<file path="config.mk">
export PLATFORM = sky130hd
export DESIGN_NAME = echo_distance_mode_filter_unit
export DESIGN_NICKNAME = d
export VERILOG_FILES = /design/src/hw/rtl/edmf_pkg.sv /design/src/hw/rtl/echo_distance_mode_filter_unit.sv /design/src/hw/rtl/edmf_front.sv /design/src/hw/rtl/edmf_queue.sv /design/src/hw/rtl/edmf_back.sv
export SDC_FILE = /design/constraint.sdc
export NUM_CORES = 1
export LEC_CHECK = 0
export BUFFER_PORTS_ARGS = -buffer_cell sky130_fd_sc_hd__buf_2
export CELL_PAD_IN_SITES_DETAIL_PLACEMENT = 1
export CELL_PAD_IN_SITES_GLOBAL_PLACEMENT = 1
export CORE_MARGIN = 1
export CORE_UTILIZATION = 45
export CTS_CLUSTER_SIZE = 28
export DETAILED_ROUTE_END_ITERATION = 8
export GPL_ROUTABILITY_DRIVEN = 0
export PLACE_DENSITY = 0.83
export SLEW_MARGIN = 25
export SYNTH_ARGS = -nofsm -noshare
export SYNTH_HDL_FRONTEND = slang
export SYNTH_SLANG_ARGS = --single-unit
</file>
<file path="constraint.sdc">
create_clock -name clk -period 6 [get_ports clk]
set_input_delay 0.6 -clock clk [delete_from_list [all_inputs] [get_ports clk]]
set_output_delay 0.6 -clock clk [all_outputs]
set_load 0.05 [all_outputs]
</file>
<file path="src/hw/rtl/edmf_pkg.sv">
// Package for the echo distance mode filter: widths, register indexes,
// divide-by-58 constants, queue write struct, back-end state type, blink map.
// No dependencies.
package edmf_pkg;

    localparam int WIDTH_W    = 16;
    localparam int DIST_W     = 9;
    localparam int BLINK_W    = 10;
    localparam int CFG_ADDR_W = 1;

    localparam logic [CFG_ADDR_W-1:0] REG_MIN_DIST = 1'b0;
    localparam logic [CFG_ADDR_W-1:0] REG_MAX_DIST = 1'b1;

    localparam logic [DIST_W-1:0] MIN_DIST_RST = 9'd2;
    localparam logic [DIST_W-1:0] MAX_DIST_RST = 9'd400;

    // floor((w + 29) / 58) as ((w + 29) * ceil(2^22 / 58)) >> 22, exact for w < 2^16
    localparam int RAW_W     = WIDTH_W + 1;
    localparam int PROD_W    = 2 * RAW_W;
    localparam int DIV_SHIFT = 22;
    localparam int QUOT_W    = 11;
    localparam logic [RAW_W-1:0] ROUND_ADD = 17'd29;
    localparam logic [RAW_W-1:0] RECIP_58  = 17'd72316;

    localparam int QUEUE_DEPTH = 2;
    localparam int QUEUE_AW    = 1;
    localparam int QCNT_W      = 2;

    typedef logic [DIST_W-1:0]  dist_t;
    typedef logic [BLINK_W-1:0] blink_t;

    typedef struct packed {
        logic  req;
        dist_t sample;
    } q_wr_t;

    typedef enum logic [1:0] {
        BK_TAKE,
        BK_SCAN,
        BK_HOLD
    } back_state_t;

    function automatic blink_t blink_for(dist_t d);
        blink_t b;
        if (d < 9'd10)
            b = 10'd0;
        else if (d < 9'd25)
            b = 10'd200;
        else if (d < 9'd50)
            b = 10'd300;
        else if (d < 9'd75)
            b = 10'd400;
        else if (d < 9'd100)
            b = 10'd500;
        else
            b = 10'd1000;
        return b;
    endfunction

endpackage

</file>
<file path="src/hw/rtl/echo_distance_mode_filter_unit.sv">
// Top level of the echo distance mode filter: front end, distance queue, back end.
// Depends on edmf_pkg, edmf_front, edmf_queue, edmf_back.
//
// channel   ports                                   request when
// input     push, full, echo_width_us               push && !full
// result    empty, pop, distance_cm, blink_...      pop && !empty
// config    cfg_we, cfg_addr, cfg_wdata             cfg_we
//
// Front takes one width per cycle while full is low; the distance is ready in the next cycle (one multiply).
// A valid sample that arrives while the window is not full is only stored.
// A sample that arrives while it is full is stored in slot 0, then the mode is
// counted slot by slot, then the result register is loaded once it is free.
// full rises only when the two-entry queue is full and the front holds a valid sample.
// Reset is asynchronous; window contents are not cleared, the fill position is.
module echo_distance_mode_filter_unit
    import edmf_pkg::*;
#(
    parameter int WINDOW_LEN = 5
)
(
    input  logic                  clk,
    input  logic                  rst_n,
    input  logic                  push,
    output logic                  full,
    input  logic [WIDTH_W-1:0]    echo_width_us,
    output logic                  empty,
    input  logic                  pop,
    output logic [DIST_W-1:0]     distance_cm,
    output logic [BLINK_W-1:0]    blink_half_period_ms,
    input  logic                  cfg_we,
    input  logic [CFG_ADDR_W-1:0] cfg_addr,
    input  logic [DIST_W-1:0]     cfg_wdata
);

    q_wr_t q_wr;
    logic  q_full;
    logic  q_pop;
    logic  q_empty;
    dist_t q_dist;

    edmf_front u_front (
        .clk           (clk),
        .rst_n         (rst_n),
        .push          (push),
        .full          (full),
        .echo_width_us (echo_width_us),
        .cfg_we        (cfg_we),
        .cfg_addr      (cfg_addr),
        .cfg_wdata     (cfg_wdata),
        .q_wr          (q_wr),
        .q_full        (q_full)
    );

    edmf_queue u_queue (
        .clk      (clk),
        .rst_n    (rst_n),
        .wr       (q_wr),
        .full     (q_full),
        .rd_pop   (q_pop),
        .rd_empty (q_empty),
        .rd_dist  (q_dist)
    );

    edmf_back #(
        .WINDOW_LEN (WINDOW_LEN)
    ) u_back (
        .clk                  (clk),
        .rst_n                (rst_n),
        .q_empty              (q_empty),
        .q_dist               (q_dist),
        .q_pop                (q_pop),
        .empty                (empty),
        .pop                  (pop),
        .distance_cm          (distance_cm),
        .blink_half_period_ms (blink_half_period_ms)
    );

endmodule

</file>
<file path="src/hw/rtl/edmf_front.sv">
// Front end: accepts echo widths, converts to cm, range-checks against the
// configuration registers and requests valid distances into the queue.
// Depends on edmf_pkg.
module edmf_front
    import edmf_pkg::*;
(
    input  logic                  clk,
    input  logic                  rst_n,
    input  logic                  push,
    output logic                  full,
    input  logic [WIDTH_W-1:0]    echo_width_us,
    input  logic                  cfg_we,
    input  logic [CFG_ADDR_W-1:0] cfg_addr,
    input  logic [DIST_W-1:0]     cfg_wdata,
    output q_wr_t                 q_wr,
    input  logic                  q_full
);

    dist_t              min_reg;
    dist_t              max_reg;
    logic               vld_reg;
    logic               vld_next;
    logic [PROD_W-1:0]  prod_reg;
    logic [PROD_W-1:0]  prod_next;
    logic [RAW_W-1:0]   raw;
    logic [QUOT_W-1:0]  quot;
    logic               in_range;
    logic               stall;
    logic               accept;

    assign raw       = RAW_W'(echo_width_us) + ROUND_ADD;
    assign prod_next = PROD_W'(raw) * PROD_W'(RECIP_58);
    assign quot      = prod_reg[DIV_SHIFT +: QUOT_W];
    assign in_range  = (quot >= QUOT_W'(min_reg)) && (quot <= QUOT_W'(max_reg));
    assign stall     = vld_reg && in_range && q_full;
    assign full      = stall;
    assign accept    = push && !full;
    assign vld_next  = accept || stall;

    assign q_wr.req    = vld_reg && in_range && !q_full;
    assign q_wr.sample = quot[DIST_W-1:0];

    always_ff @(posedge clk or negedge rst_n)
    begin
        if (!rst_n)
        begin
            vld_reg <= 1'b0;
            min_reg <= MIN_DIST_RST;
            max_reg <= MAX_DIST_RST;
        end
        else
        begin
            vld_reg <= vld_next;
            if (cfg_we)
            begin
                unique case (cfg_addr)
                    REG_MIN_DIST: min_reg <= cfg_wdata;
                    REG_MAX_DIST: max_reg <= cfg_wdata;
                    default: ;
                endcase
            end
        end
    end

    always_ff @(posedge clk)
    begin
        if (accept)
            prod_reg <= prod_next;
    end

endmodule

</file>
<file path="src/hw/rtl/edmf_queue.sv">
// Short distance queue between front and back end.
// Depends on edmf_pkg.
module edmf_queue
    import edmf_pkg::*;
(
    input  logic  clk,
    input  logic  rst_n,
    input  q_wr_t wr,
    output logic  full,
    input  logic  rd_pop,
    output logic  rd_empty,
    output dist_t rd_dist
);

    dist_t                mem_reg [QUEUE_DEPTH];
    logic [QUEUE_AW-1:0]  wr_ptr_reg;
    logic [QUEUE_AW-1:0]  rd_ptr_reg;
    logic [QCNT_W-1:0]    cnt_reg;
    logic                 do_wr;
    logic                 do_rd;

    assign full     = (cnt_reg == QCNT_W'(QUEUE_DEPTH));
    assign rd_empty = (cnt_reg == '0);
    assign rd_dist  = mem_reg[rd_ptr_reg];
    assign do_wr    = wr.req && !full;
    assign do_rd    = rd_pop && !rd_empty;

    always_ff @(posedge clk or negedge rst_n)
    begin
        if (!rst_n)
        begin
            wr_ptr_reg <= '0;
            rd_ptr_reg <= '0;
            cnt_reg    <= '0;
        end
        else
        begin
            if (do_wr)
                wr_ptr_reg <= wr_ptr_reg + 1'b1;
            if (do_rd)
                rd_ptr_reg <= rd_ptr_reg + 1'b1;
            if (do_wr && !do_rd)
                cnt_reg <= cnt_reg + 1'b1;
            else if (do_rd && !do_wr)
                cnt_reg <= cnt_reg - 1'b1;
        end
    end

    always_ff @(posedge clk)
    begin
        if (do_wr)
            mem_reg[wr_ptr_reg] <= wr.sample;
    end

endmodule

</file>
<file path="src/hw/rtl/edmf_back.sv">
// Back end: sample window, fill position, slot-by-slot mode scan,
// blink mapping and the result register.
// Depends on edmf_pkg.
module edmf_back
    import edmf_pkg::*;
#(
    parameter int WINDOW_LEN = 5
)
(
    input  logic   clk,
    input  logic   rst_n,
    input  logic   q_empty,
    input  dist_t  q_dist,
    output logic   q_pop,
    output logic   empty,
    input  logic   pop,
    output dist_t  distance_cm,
    output blink_t blink_half_period_ms
);

    localparam int POS_W = $clog2(WINDOW_LEN + 1);
    localparam int IDX_W = $clog2(WINDOW_LEN);
    localparam logic [POS_W-1:0] POS_FULL = POS_W'(WINDOW_LEN);
    localparam logic [POS_W-1:0] POS_ONE  = POS_W'(1);
    localparam logic [IDX_W-1:0] IDX_LAST = IDX_W'(WINDOW_LEN - 1);

    dist_t               win_reg [WINDOW_LEN];
    logic [IDX_W-1:0]    win_idx;
    logic                win_we;

    back_state_t         state_reg, state_next;
    logic [POS_W-1:0]    pos_reg, pos_next;
    logic [IDX_W-1:0]    scan_reg, scan_next;
    logic [POS_W-1:0]    best_cnt_reg, best_cnt_next;
    dist_t               best_reg, best_next;
    logic [WINDOW_LEN-1:0] match;
    logic [POS_W-1:0]    cnt;

    logic                out_vld_reg, out_vld_next;
    logic                out_load;
    dist_t               out_dist_reg;
    blink_t              out_blink_reg;

    assign win_idx = (pos_reg == POS_FULL) ? '0 : pos_reg[IDX_W-1:0];

    always_comb
    begin
        for (int j = 0; j < WINDOW_LEN; j++)
            match[j] = (win_reg[j] == win_reg[scan_reg]);
    end

    assign cnt = POS_W'($countones(match));

    always_comb
    begin
        state_next    = state_reg;
        pos_next      = pos_reg;
        scan_next     = scan_reg;
        best_cnt_next = best_cnt_reg;
        best_next     = best_reg;
        q_pop         = 1'b0;
        win_we        = 1'b0;
        out_load      = 1'b0;
        unique case (state_reg)
            BK_TAKE:
            begin
                if (!q_empty)
                begin
                    q_pop  = 1'b1;
                    win_we = 1'b1;
                    if (pos_reg == POS_FULL)
                    begin
                        pos_next      = POS_ONE;
                        scan_next     = '0;
                        best_cnt_next = '0;
                        state_next    = BK_SCAN;
                    end
                    else
                        pos_next = pos_reg + 1'b1;
                end
            end
            BK_SCAN:
            begin
                if (cnt > best_cnt_reg)
                begin
                    best_cnt_next = cnt;
                    best_next     = win_reg[scan_reg];
                end
                if (scan_reg == IDX_LAST)
                    state_next = BK_HOLD;
                else
                    scan_next = scan_reg + 1'b1;
            end
            BK_HOLD:
            begin
                if (!out_vld_reg || pop)
                begin
                    out_load   = 1'b1;
                    state_next = BK_TAKE;
                end
            end
            default: state_next = BK_TAKE;
        endcase
    end

    assign out_vld_next = out_load || (out_vld_reg && !pop);

    always_ff @(posedge clk or negedge rst_n)
    begin
        if (!rst_n)
        begin
            state_reg    <= BK_TAKE;
            pos_reg      <= '0;
            scan_reg     <= '0;
            best_cnt_reg <= '0;
            out_vld_reg  <= 1'b0;
        end
        else
        begin
            state_reg    <= state_next;
            pos_reg      <= pos_next;
            scan_reg     <= scan_next;
            best_cnt_reg <= best_cnt_next;
            out_vld_reg  <= out_vld_next;
        end
    end

    always_ff @(posedge clk)
    begin
        best_reg <= best_next;
        if (win_we)
            win_reg[win_idx] <= q_dist;
        if (out_load)
        begin
            out_dist_reg  <= best_reg;
            out_blink_reg <= blink_for(best_reg);
        end
    end

    assign empty                = !out_vld_reg;
    assign distance_cm          = out_dist_reg;
    assign blink_half_period_ms = out_blink_reg;

`ifndef SYNTHESIS
    a_pos_bound: assert property (@(posedge clk) disable iff (!rst_n)
        pos_reg <= POS_FULL)
        else $error("fill position past window length");

    a_pos_after_wrap: assert property (@(posedge clk) disable iff (!rst_n)
        (state_reg == BK_SCAN || state_reg == BK_HOLD) |-> pos_reg == POS_ONE)
        else $error("fill position not reset by wrap");

    a_scan_to_hold: assert property (@(posedge clk) disable iff (!rst_n)
        (state_reg == BK_SCAN && scan_reg == IDX_LAST) |=> state_reg == BK_HOLD)
        else $error("scan did not finish into hold");

    a_no_pop_off_take: assert property (@(posedge clk) disable iff (!rst_n)
        q_pop |-> (state_reg == BK_TAKE && !q_empty))
        else $error("queue request outside take state");
`endif

endmodule

</file>
-- Yosys cells after proc, flatten, opt, wreduce, memory -nomap -nowiden
Memories as Yosys holds them, arrays and structs flattened.
Index checks and enable logic that the tools add are counted.
- $add $sub $neg: 11
- $mul: 1
- order comparisons: 8
- equal/unequal tests: 16
- muxes and demuxes: 27
- bitwise logic cells: 2
- reductions and logical operators: 34
- operator list (operator ; number):
    equality test 9 bit ; 5
    multiplier 17 x 15 -> 31 bit (second input constant) ; 1
    less-than comparator 9 x 7 -> 1 bit (second input constant) ; 2
    2-to-1 mux 3 bit ; 6
    2-to-1 mux 9 bit ; 2
    adder 16 x 5 -> 17 bit (second input constant) ; 1
    2-to-1 mux 2 bit ; 6
    case mux 3 bit (2 select lines) ; 2
    AND reduction 4 bit ; 3
    greater-or-equal comparator 11 x 9 -> 1 bit ; 1
    <= comparator 11 x 9 -> 1 bit ; 1
    logical AND 1 bit ; 10
    2-to-1 mux 10 bit ; 1
    less-than comparator 9 x 4 -> 1 bit (second input constant) ; 1
    less-than comparator 9 x 5 -> 1 bit (second input constant) ; 1
    less-than comparator 9 x 6 -> 1 bit (second input constant) ; 1
    2-to-1 mux 1 bit ; 8
    2-to-1 mux 8 bit ; 1
    inequality test 2 x 1 -> 1 bit (second input constant) ; 4
    AND reduction 2 bit ; 4
    logical NOT 1 bit ; 7
    adder 3 x 1 -> 3 bit (second input constant) ; 2
    equality test 3 bit (second input constant) ; 2
    case mux 2 bit (3 select lines) ; 1
    17 further kinds ; 26
- bits in registers: 94
- bits in writable memories: 63
- output and inout bits: 21
- logic and storage cells: 119
- memories: 2
- memory list (memory ; depth ; bits a word ; rd ports ; clocked after memory_dff ; wr ports ; line ; RTL):
    u_back.win_reg ; 5 ; 9 ; 6 ; 0 ; 1 ; edmf_back.sv:27 ; dist_t win_reg [WINDOW_LEN];
    u_queue.mem_reg ; 2 ; 9 ; 1 ; 0 ; 1 ; edmf_queue.sv:15 ; dist_t mem_reg [QUEUE_DEPTH];

-- Depth between registers and ports, before layout
Gate-level depths: netlist (run 1).
- depth in word-level cells: 9
- gate-level depth with buffers: 25
- mapped depth without buffers: 25

-- Cells and area by module
Synthesis (run 1) repeated with hierarchy kept, for this count alone.
- cell total of the unflattened synthesis: 1083
- area total of the unflattened synthesis: 12538.3 um^2
- modules (own cells, without submodules) (module ; instances ; cells each ; area an instance (um^2) ; sequential area each (um^2)):
    edmf_front ; 1 ; 682 ; 6487.5 ; 810.8
    edmf_back ; 1 ; 354 ; 5205.0 ; 3243.1
    edmf_queue ; 1 ; 47 ; 845.8 ; 640.6

-- Least setup slack after synthesis (run 1)
OpenSTA, ideal clock, no wires.
- path type: input to register
- start point: input port echo_width_us[0]
- end point: register u_front.prod_reg[30] (data pin)
- setup time: 262 ps
- arrival: 6587 ps
- data required time: 5738 ps
- path slack: -849 ps
- stages on the path: 24
- path buffers: 0
- cells stage by stage: ha_1 -> or4_1 -> nand2b_1 -> nor2_1 -> xnor2_2 -> inv_1 -> ha_1 -> xnor2_1 -> fa_1 -> inv_1 -> fa_1 -> fa_1 -> fa_1 -> inv_1 -> fa_1 -> inv_1 -> ha_1 -> nand4_1 -> nor2_1 -> a211oi_1 -> o21ai_0 -> a31oi_1 -> o21ai_1 -> xor2_1
- cells in the longest elaborated chain, start to end: 2
- ends and longest elaborated chain (what ; line ; RTL):
    start, declared ; echo_distance_mode_filter_unit.sv:25 ; input logic [WIDTH_W-1:0] echo_width_us,
    adder 16 x 5 -> 17 bit ; edmf_front.sv:31 ; assign raw = RAW_W'(echo_width_us) + ROUND_ADD;
    multiplier 17 x 15 -> 31 bit ; edmf_front.sv:32 ; assign prod_next = PROD_W'(raw) * PROD_W'(RECIP_58);
    named net u_front.prod_next[30] ; edmf_front.sv:24 ; logic [PROD_W-1:0] prod_next;
    end signal, assigned ; edmf_front.sv:68 ; prod_reg <= prod_next;
    end, declared ; edmf_front.sv:23 ; logic [PROD_W-1:0] prod_reg;
The timed path passes the listed nets, and every way through them passes these cells.
A chain may end at the register's enable or synchronous reset.

-- Worst setup path after layout (run 1)
- start point: input port echo_width_us[0]
- end point: register u_front.prod_reg[26] (data pin)
Same word-level chain as after synthesis.

==> impl_metrics.toml, run 1 <==
[status]
status = "finished, violations left"
violations = "setup timing"

[sta]
skew_ns = 0.0123
worst_pin_slew_ns = 1.01
relSlewSlack_pct = 32.4
rsz0062_at_grt = "true"
tns_ns = -4.61
setup_viol = 11
timing.hold.ws_ns = 0.257
fin_crit_ns = 6.57
finalCritPeriodShare_pct = 110
hold_violations = 0
max_freq_ghz = 0.152
drv_slew = 0
finalWorstSetupSlack_ns = -0.574

[global_route]
grt_overflow_total = 0
grt_max_degree = 36
grt_pass1_wl_microns = 57100
grt_pass1_vias = 10400
antenna_found_initial = 0
grt.total_usage_pct = 27.0

[setup_path]
r2r_start = "u_back.scan_reg[0]"
critPathCaptureType = "register"
cp.required_ns = 6.16
cp_top_family = "adder cells"
critPathMaxFanout = 4
r2r-end = "u_back.best_cnt_reg[2]"
cpMostUsedCell = "fa_1"
critical-path-max-stage-delay_ns = 0.57
r2r_setup_slack_ns = 0.85
reg2regPathDepth = 17
slowest_stage = "fa_1"
worst_setup_path_start_kind = "input pin"
cp.buffers_inverters = 7
path_class = "input pin to register"
cp_data_arrival_time_ns = 6.74

[worst_hold_path]
hold_path.class = "input pin to asynchronous set/reset pin"

[die]
fp.dieW_microns = 168
dieHeight_microns = 168
start_util_pct = 45.9
rows = 60
die_area_sq_um = 28100
coreArea_sq_um = 27000
io_pins = 52

[clock_network]
cts_sinks = 162
hold_buffers = 0
clkTransAtPathRegs_ns = 0.07
clk_path_buf_depth = 2
clkLatencyLatePin_ns = 0.44
cts_made_buffers = 17
htree_levels = 4
cts_tree = "yes"
root_buffer = "clkbuf_16"

[synth]
yosysWarnings = 0
async_flop_share_pct = 21.6
synth-edff-count = 127
synth_cell_types = 63
synth.largest_area_cell = "edfxtp_1"
synth_ff_type = "edfxtp_1"
syn_area_sq_um = 12400
ys_seq_elements = 162
synthCells = 1046
yosysTopAreaCellShare_pct = 30.8
syn_area_per_cell_sq_um = 11.8
yosysSeqAreaShare_pct = 38.0
synthTopCellsByArea = "edfxtp_1, ha_1, fa_1"

[layout]
largest_reg_flops = 72
mostFrequentLayoutCell = "inv_1"
drive_gt1_share_pct = 30.2
syn2layout_area_growth_pct = 24.7
final_cell_mix = "inv_1, buf_4, edfxtp_1, ha_1, fa_1"
nNetsFinal = 1521
antenna_cells = 0

[routing]
drtPass1Iterations = 5
vias = 9194
wl_per_cell_microns = 24.4
wl_microns = 39600
first_iter_violations = 529
detail-route-antenna-nets = 0
drc = 0
viasPerCell = 5.67

[placed_design]
portBuffers = 49
hpwl_microns = 27300

[flow_run]
drv_cap = 0
-- final cells by class --
type	count	area [sq um]
inverter	193	729
multi-input combinational	686	7490
clock inverter	10	81.3
timing repair buffer	207	1470
tap	341	427
fill	2736	11500
clock buffer	22	528
sequential	162	4690
-- logic make-up after synthesis --
group,after synthesis,share of synthesized area [%]
AO/OA/AOI/OAI,123,6.29
flip-flops,162,38.0
multiplexers,51,6.94
AND/OR/NAND/NOR,177,7.40
buffers and inverters,208,6.61
adder cells (fa/ha/maj),223,27.5
other,1,0.0303
XOR/XNOR,101,7.22
-- synthesized netlist by cell type (17+ instances only) --
cell type	number
a21o_1	19
a21oi_1	38
dfrtp_1	31
edfxtp_1	127
fa_1	82
ha_1	141
inv_1	192
mux2_2	19
mux4_2	17
nand2_1	43
nand3_1	20
nand4_1	17
nor2_1	41
o21ai_0	26
xnor2_1	39
xor2_1	61
-- metal layers --
layer  part of all wire (%)  global-route usage, %  vias to the layer above
li1                       -                      -                     4007
met1                     35                   27.4                     4742
met2                     56                   53.5                      293
met3                    3.1                   3.05                      152
met4                    5.8                   14.1                        0
met5                      0                      0                        -
-- timing repair --
action / in CTS / in global routing
pin swaps: 36 / 20
gates resized for setup: 54 / 26
buffers inserted: 16 / 6
setup endpoints to repair: 11 / 11
-- through the flow --
step	area [sq um]	cells	util, %	setup WS [ns]
global route	15400	1621	57.2	-0.634
global placement	14200	1567	52.8	-0.705
floorplan	12600	1056	-	-0.295
finish	15400	1621	57.2	-0.574
detailed placement	14200	1567	52.8	-0.968
CTS	15200	1615	56.4	-0.178
-- how the worst max path moves through the flow --
stage,start,to,cells after the start
after global routing,echo_width_us[0],u_front.prod_reg[26],24
after CTS,echo_width_us[0],u_front.prod_reg[32],23
after floorplan,echo_width_us[0],u_front.prod_reg[32],22
final,echo_width_us[0],u_front.prod_reg[26],26
after detailed placement,echo_width_us[0],u_front.prod_reg[32],25
after global placement,echo_width_us[0],u_front.prod_reg[32],23
Power of run 1 is left out: the tool's default activity adds up to more than one toggle a clock period on the data nets, which glitch-free logic cannot reach.
==> run 2, diff against run 1 <==
Settings changed: ABC_AREA set to 1, PLACE_DENSITY 0.83 to 0.86.
==> run 2 against run 1 <==
Effect of this change: first-iteration DRC count up 92%; final cell count up 24%; maximum frequency up 1.2%; the run still ends with setup timing left; clock skew is 0.0040 ns higher; critical path type unchanged.
==> impl_metrics.toml, run 2 <==
[global_route]
grt.total_usage_pct = 32.3
grt_pass1_wl_microns = 73500
grt_pass1_vias = 13100
grt_max_degree = 36
grt_overflow_total = 0
antenna_found_initial = 0

[synth]
synth_ff_type = "edfxtp_1"
synthCells = 1422
synth.most_common_cell = "inv_1"
synthTopCellsByArea = "edfxtp_1, ha_1, fa_1"
ys_seq_elements = 162
synth-edff-count = 127
syn_area_per_cell_sq_um = 9.27
yosysWarnings = 0
yosysSeqAreaShare_pct = 35.6
async_flop_share_pct = 21.6
yosysTopAreaCellShare_pct = 28.9
synth_cell_types = 52
synthTopCellsByCount = "inv_1, nand2_1, ha_1"
syn_area_sq_um = 13200
synth.largest_area_cell = "edfxtp_1"

[sta]
hold_violations = 0
fin_crit_ns = 6.49
finalWorstSetupSlack_ns = -0.494
worst_pin_slew_ns = 1.07
skew_ns = 0.0163
drv_slew = 0
max_freq_ghz = 0.154
relSlewSlack_pct = 28.6
rsz0062_at_grt = "true"
finalCritPeriodShare_pct = 108
setup_viol = 11

[routing]
drtPass1Iterations = 5
vias = 11900
drc = 0
wl_per_cell_microns = 25.6
detail-route-antenna-nets = 0
viasPerCell = 5.91
first_iter_violations = 1016
wl_microns = 51500

[setup_path]
critPathMaxFanout = 4
r2r-end = "u_back.best_reg[8]"
cp_data_arrival_time_ns = 6.70
critical-path-max-stage-delay_ns = 0.67
r2r_start = "u_back.scan_reg[1]"
path_class = "input pin to register"
critPathCaptureType = "register"
cp.required_ns = 6.20
reg2regPathDepth = 19
r2r_setup_slack_ns = 0.79
cpMostUsedCell = "inv_2"
slowest_stage = "fa_1"
worst_setup_path_start_kind = "input pin"

[clock_network]
cts_sinks = 162
cts_made_buffers = 17
clk_path_buf_depth = 2
cts_tree = "yes"
clkTransAtPathRegs_ns = 0.08
clkLatencyLatePin_ns = 0.45
root_buffer = "clkbuf_16"
hold_buffers = 0
htree_levels = 4

[status]
violations = "setup timing"
status = "finished, violations left"

[layout]
multi_input_area_sq_um = 7900
finalNonFillerCells = 2012
drive_gt1_share_pct = 24.1
syn2layout_area_growth_pct = 21.9
antenna_cells = 0
design_area_sq_um = 16100
mostFrequentLayoutCell = "inv_1"
final_cell_mix = "inv_1, nand2_1, buf_4, ha_1, edfxtp_1"
nNetsFinal = 1869
largest_reg_flops = 72
seq_area_sq_um = 4690
fillCellCount = 3224

[die]
die_area_sq_um = 30000
fp.dieW_microns = 173
dieHeight_microns = 173
start_util_pct = 45.8
rows = 62
coreArea_sq_um = 28800
io_pins = 52

[worst_hold_path]
hold_path.class = "input pin to asynchronous set/reset pin"

[placed_design]
placed_area_sq_um = 14800
hpwl_microns = 34100
placed_cells = 1968
portBuffers = 49

[flow_run]
drv_cap = 0
## run 2: layer usage
metal | up-vias | global-route usage, % | wire (microns)
met5 | - | 0 | 0
met4 | 0 | 20.8 | 4270
met3 | 331 | 7.01 | 3860
met2 | 743 | 57.2 | 25400
met1 | 5834 | 34.8 | 18000
li1 | 4982 | - | -
## run 2: kinds of logic after synthesis
kind of cell             count (synthesis)  synth area share (%)
other                                    1                0.0285
adder cells (fa/ha/maj)                223                  25.8
flip-flops                             162                  35.6
XOR/XNOR                                55                  3.88
buffers and inverters                  311                  9.60
AO/OA/AOI/OAI                          209                  9.81
AND/OR/NAND/NOR                        461                  15.2
## run 2: final cells by class
cell class	count	share of cell area [%]
multi-input combinational	959	49.2
tap	384	2.99
sequential	162	29.2
clock buffer	17	2.65
timing repair buffer	183	8.03
inverter	292	6.85
clock inverter	15	1.12
## run 2: worst max path at each step
| stage | startpoint | endpoint | slack [ns] |
|---|---|---|---|
| 5_1_grt | echo_width_us[0] | u_front.prod_reg[26] | -0.56 |
| 3_3_place_gp | echo_width_us[0] | u_front.prod_reg[31] | -0.36 |
| 3_5_place_dp | echo_width_us[1] | u_front.prod_reg[26] | -0.84 |
| 4_1_cts | echo_width_us[0] | u_front.prod_reg[29] | -0.02 |
| 2_1_floorplan | echo_width_us[0] | u_front.prod_reg[31] | 0.02 |
| 6_report | echo_width_us[0] | u_front.prod_reg[31] | -0.49 |
## run 2: critical path: cells and delay by family
family	cells	cell delay, ns
fa+ha+maj	8	3.87
buf+inv	9	0.85
simple gates	10	0.98
compound gates	2	0.37
## run 2: per-stage QoR
stage                     hold WS, ns  TNS [ns]  utilization, %  setup WS (ns)
final                           0.264     -4.15            55.8         -0.494
after detailed placement        0.439     -8.38            51.4         -0.844
after global placement          0.432     -3.13            51.4         -0.364
after floorplan                 0.304         0               -         0.0209
after CTS                       0.280   -0.0279            54.6        -0.0173
after global routing            0.318     -4.88            55.8         -0.560
## run 2: repair_timing
item,in CTS,in global routing
setup buffers,3,9
gates cloned,0,0
endpoints found under the setup margin,11,11
pin swaps,38,47
resized for setup,65,77
Power of run 2 is left out for the same reason.
==> run 3, diff against run 2 <==
Settings changed: PLACE_DENSITY 0.86 to unset, PLACE_DENSITY_LB_ADDON set to 0.1.
==> run 3 against run 2 <==
Effect of this change: the flow now finishes without violations; register-to-register slack better by 0.40 ns; sequential cell count unchanged; sequential share of layout area rose by 0.34 points; non-clock buffer count increased by 4.
==> impl_metrics.toml, run 3 (synthesis results as in run 2) <==
[status]
status = "finished, final reports clean"

[setup_path]
slowest_stage = "fa_1"
critical-path-max-stage-delay_ns = 0.53
cp.required_ns = 6.19
critPathCaptureType = "register"
worst_setup_path_start_kind = "input pin"
r2r_start = "u_back.scan_reg[1]"
path_class = "input pin to register"
r2r_setup_slack_ns = 1.19
r2r-end = "u_back.best_reg[8]"
critPathMaxFanout = 5
endpoint = "u_front.prod_reg[31]"
reg2regPathDepth = 19
crit_start = "echo_width_us[1]"
cpMostUsedCell = "fa_1"
cp_data_arrival_time_ns = 5.99

[sta]
tns_ns = 0
relSlewSlack_pct = 27.2
skew_ns = 0.0204
finalCritPeriodShare_pct = 96.8
timing.hold.ws_ns = 0.271
worst_pin_slew_ns = 1.09
fin_crit_ns = 5.81
max_freq_ghz = 0.172
hold_violations = 0
rsz0062_at_grt = "true"
setup_viol = 0
drv_slew = 0

[routing]
drc = 0
first_iter_violations = 404
vias = 10300
wl_microns = 36100
drtPass1Iterations = 5
detail-route-antenna-nets = 0
viasPerCell = 5.10
wl_per_cell_microns = 17.9

[layout]
drive_gt1_share_pct = 21.7
largest_reg_flops = 72
design_area_sq_um = 15900
antenna_cells = 0
mostFrequentLayoutCell = "inv_1"
nNetsFinal = 1873
final_cell_mix = "inv_1, nand2_1, buf_4, ha_1, edfxtp_1"
syn2layout_area_growth_pct = 20.5

[global_route]
gr-usage-met1_pct = 29.8
grt_overflow_total = 0
grtUsageMet3_pct = 2.37
antenna_found_initial = 0
grt_pass1_vias = 11400
grt_busiest_layer = "met2"
grt_max_degree = 36
grt.total_usage_pct = 25.3
grt_pass1_wl_microns = 58900
grt_use_met2_pct = 48.2

[placed_design]
hpwl_microns = 29000
placed_area_sq_um = 14900
portBuffers = 49

[clock_network]
clk_path_buf_depth = 2
clkTransAtPathRegs_ns = 0.08
root_buffer = "clkbuf_16"
cts_sinks = 162
cts_made_buffers = 17
cts_tree = "yes"
clkLatencyLatePin_ns = 0.44
htree_levels = 4

[die]
coreArea_sq_um = 28800
start_util_pct = 45.8
rows = 62
die_area_sq_um = 30000
io_pins = 52
dieHeight_microns = 173
fp.dieW_microns = 173

[worst_hold_path]
hold_path.class = "input pin to asynchronous set/reset pin"

[flow_run]
drv_cap = 0
-- run 3: cell types whose count changed in the layout (fill, tap and decap cells not counted), moves of 5 or more --
cell | previous run | this run
buf_4 | 131 | 136
fa_1 | 75 | 80
nand3_1 | 35 | 40
inv_2 | 28 | 17
nand3_2 | 8 | 3
nand2_2 | 17 | 11
a21oi_1 | 38 | 43
nand2_1 | 219 | 225
fa_2 | 7 | 2
inv_1 | 261 | 271
-- run 3: per-layer routing --
metal	part of all wire, %	vias to the layer above
met5	0	-
met2	54	130
met3	1.9	58
met4	2.5	0
met1	42	5109
li1	-	4985
-- run 3: stage by stage --
stage	worst slack (ns)	util (%)	instances
2_1_floorplan	0.0209	-	1432
3_3_place_gp	-0.449	51.7	1981
3_5_place_dp	-0.534	51.8	1981
4_1_cts	-0.00150	53.9	2013
5_1_grt	-0.101	55.2	2016
6_report	0.192	55.2	2016
-- run 3: critical path: cells and delay by family --
| family | cells | cell delay, ns |
|---|---|---|
| buffers and inverters | 7 | 0.44 |
| adders and majority gates | 8 | 3.39 |
| and+or+nand+nor | 15 | 1.56 |
-- run 3: cell type report --
type,instances,area [sq um]
fill,3343,12900
multi-input combinational,959,7700
sequential,162,4690
timing repair buffer,187,1310
inverter,292,1100
tap,384,480
clock buffer,18,429
clock inverter,14,166
-- run 3: worst min-delay path by stage --
stage                                        end          startpoint  slack, ns
after global routing      u_back.best_cnt_reg[1]               rst_n       0.32
after global placement     u_back.distance_cm[7]  u_back.best_reg[7]       0.44
after floorplan           u_back.best_cnt_reg[0]               rst_n       0.30
after CTS                 u_back.best_cnt_reg[1]               rst_n       0.27
after detailed placement   u_back.distance_cm[7]  u_back.best_reg[7]       0.44
final                         u_back.out_vld_reg               rst_n       0.27
-- run 3: what timing repair did --
item,in CTS,in global routing
hold buffers,0,0
endpoints found under the setup margin,8,11
hold endpoints to repair,0,0
gates resized for setup,7,80
setup buffers,0,3
pin swaps,1,58
Power of run 3 is left out for the same reason.
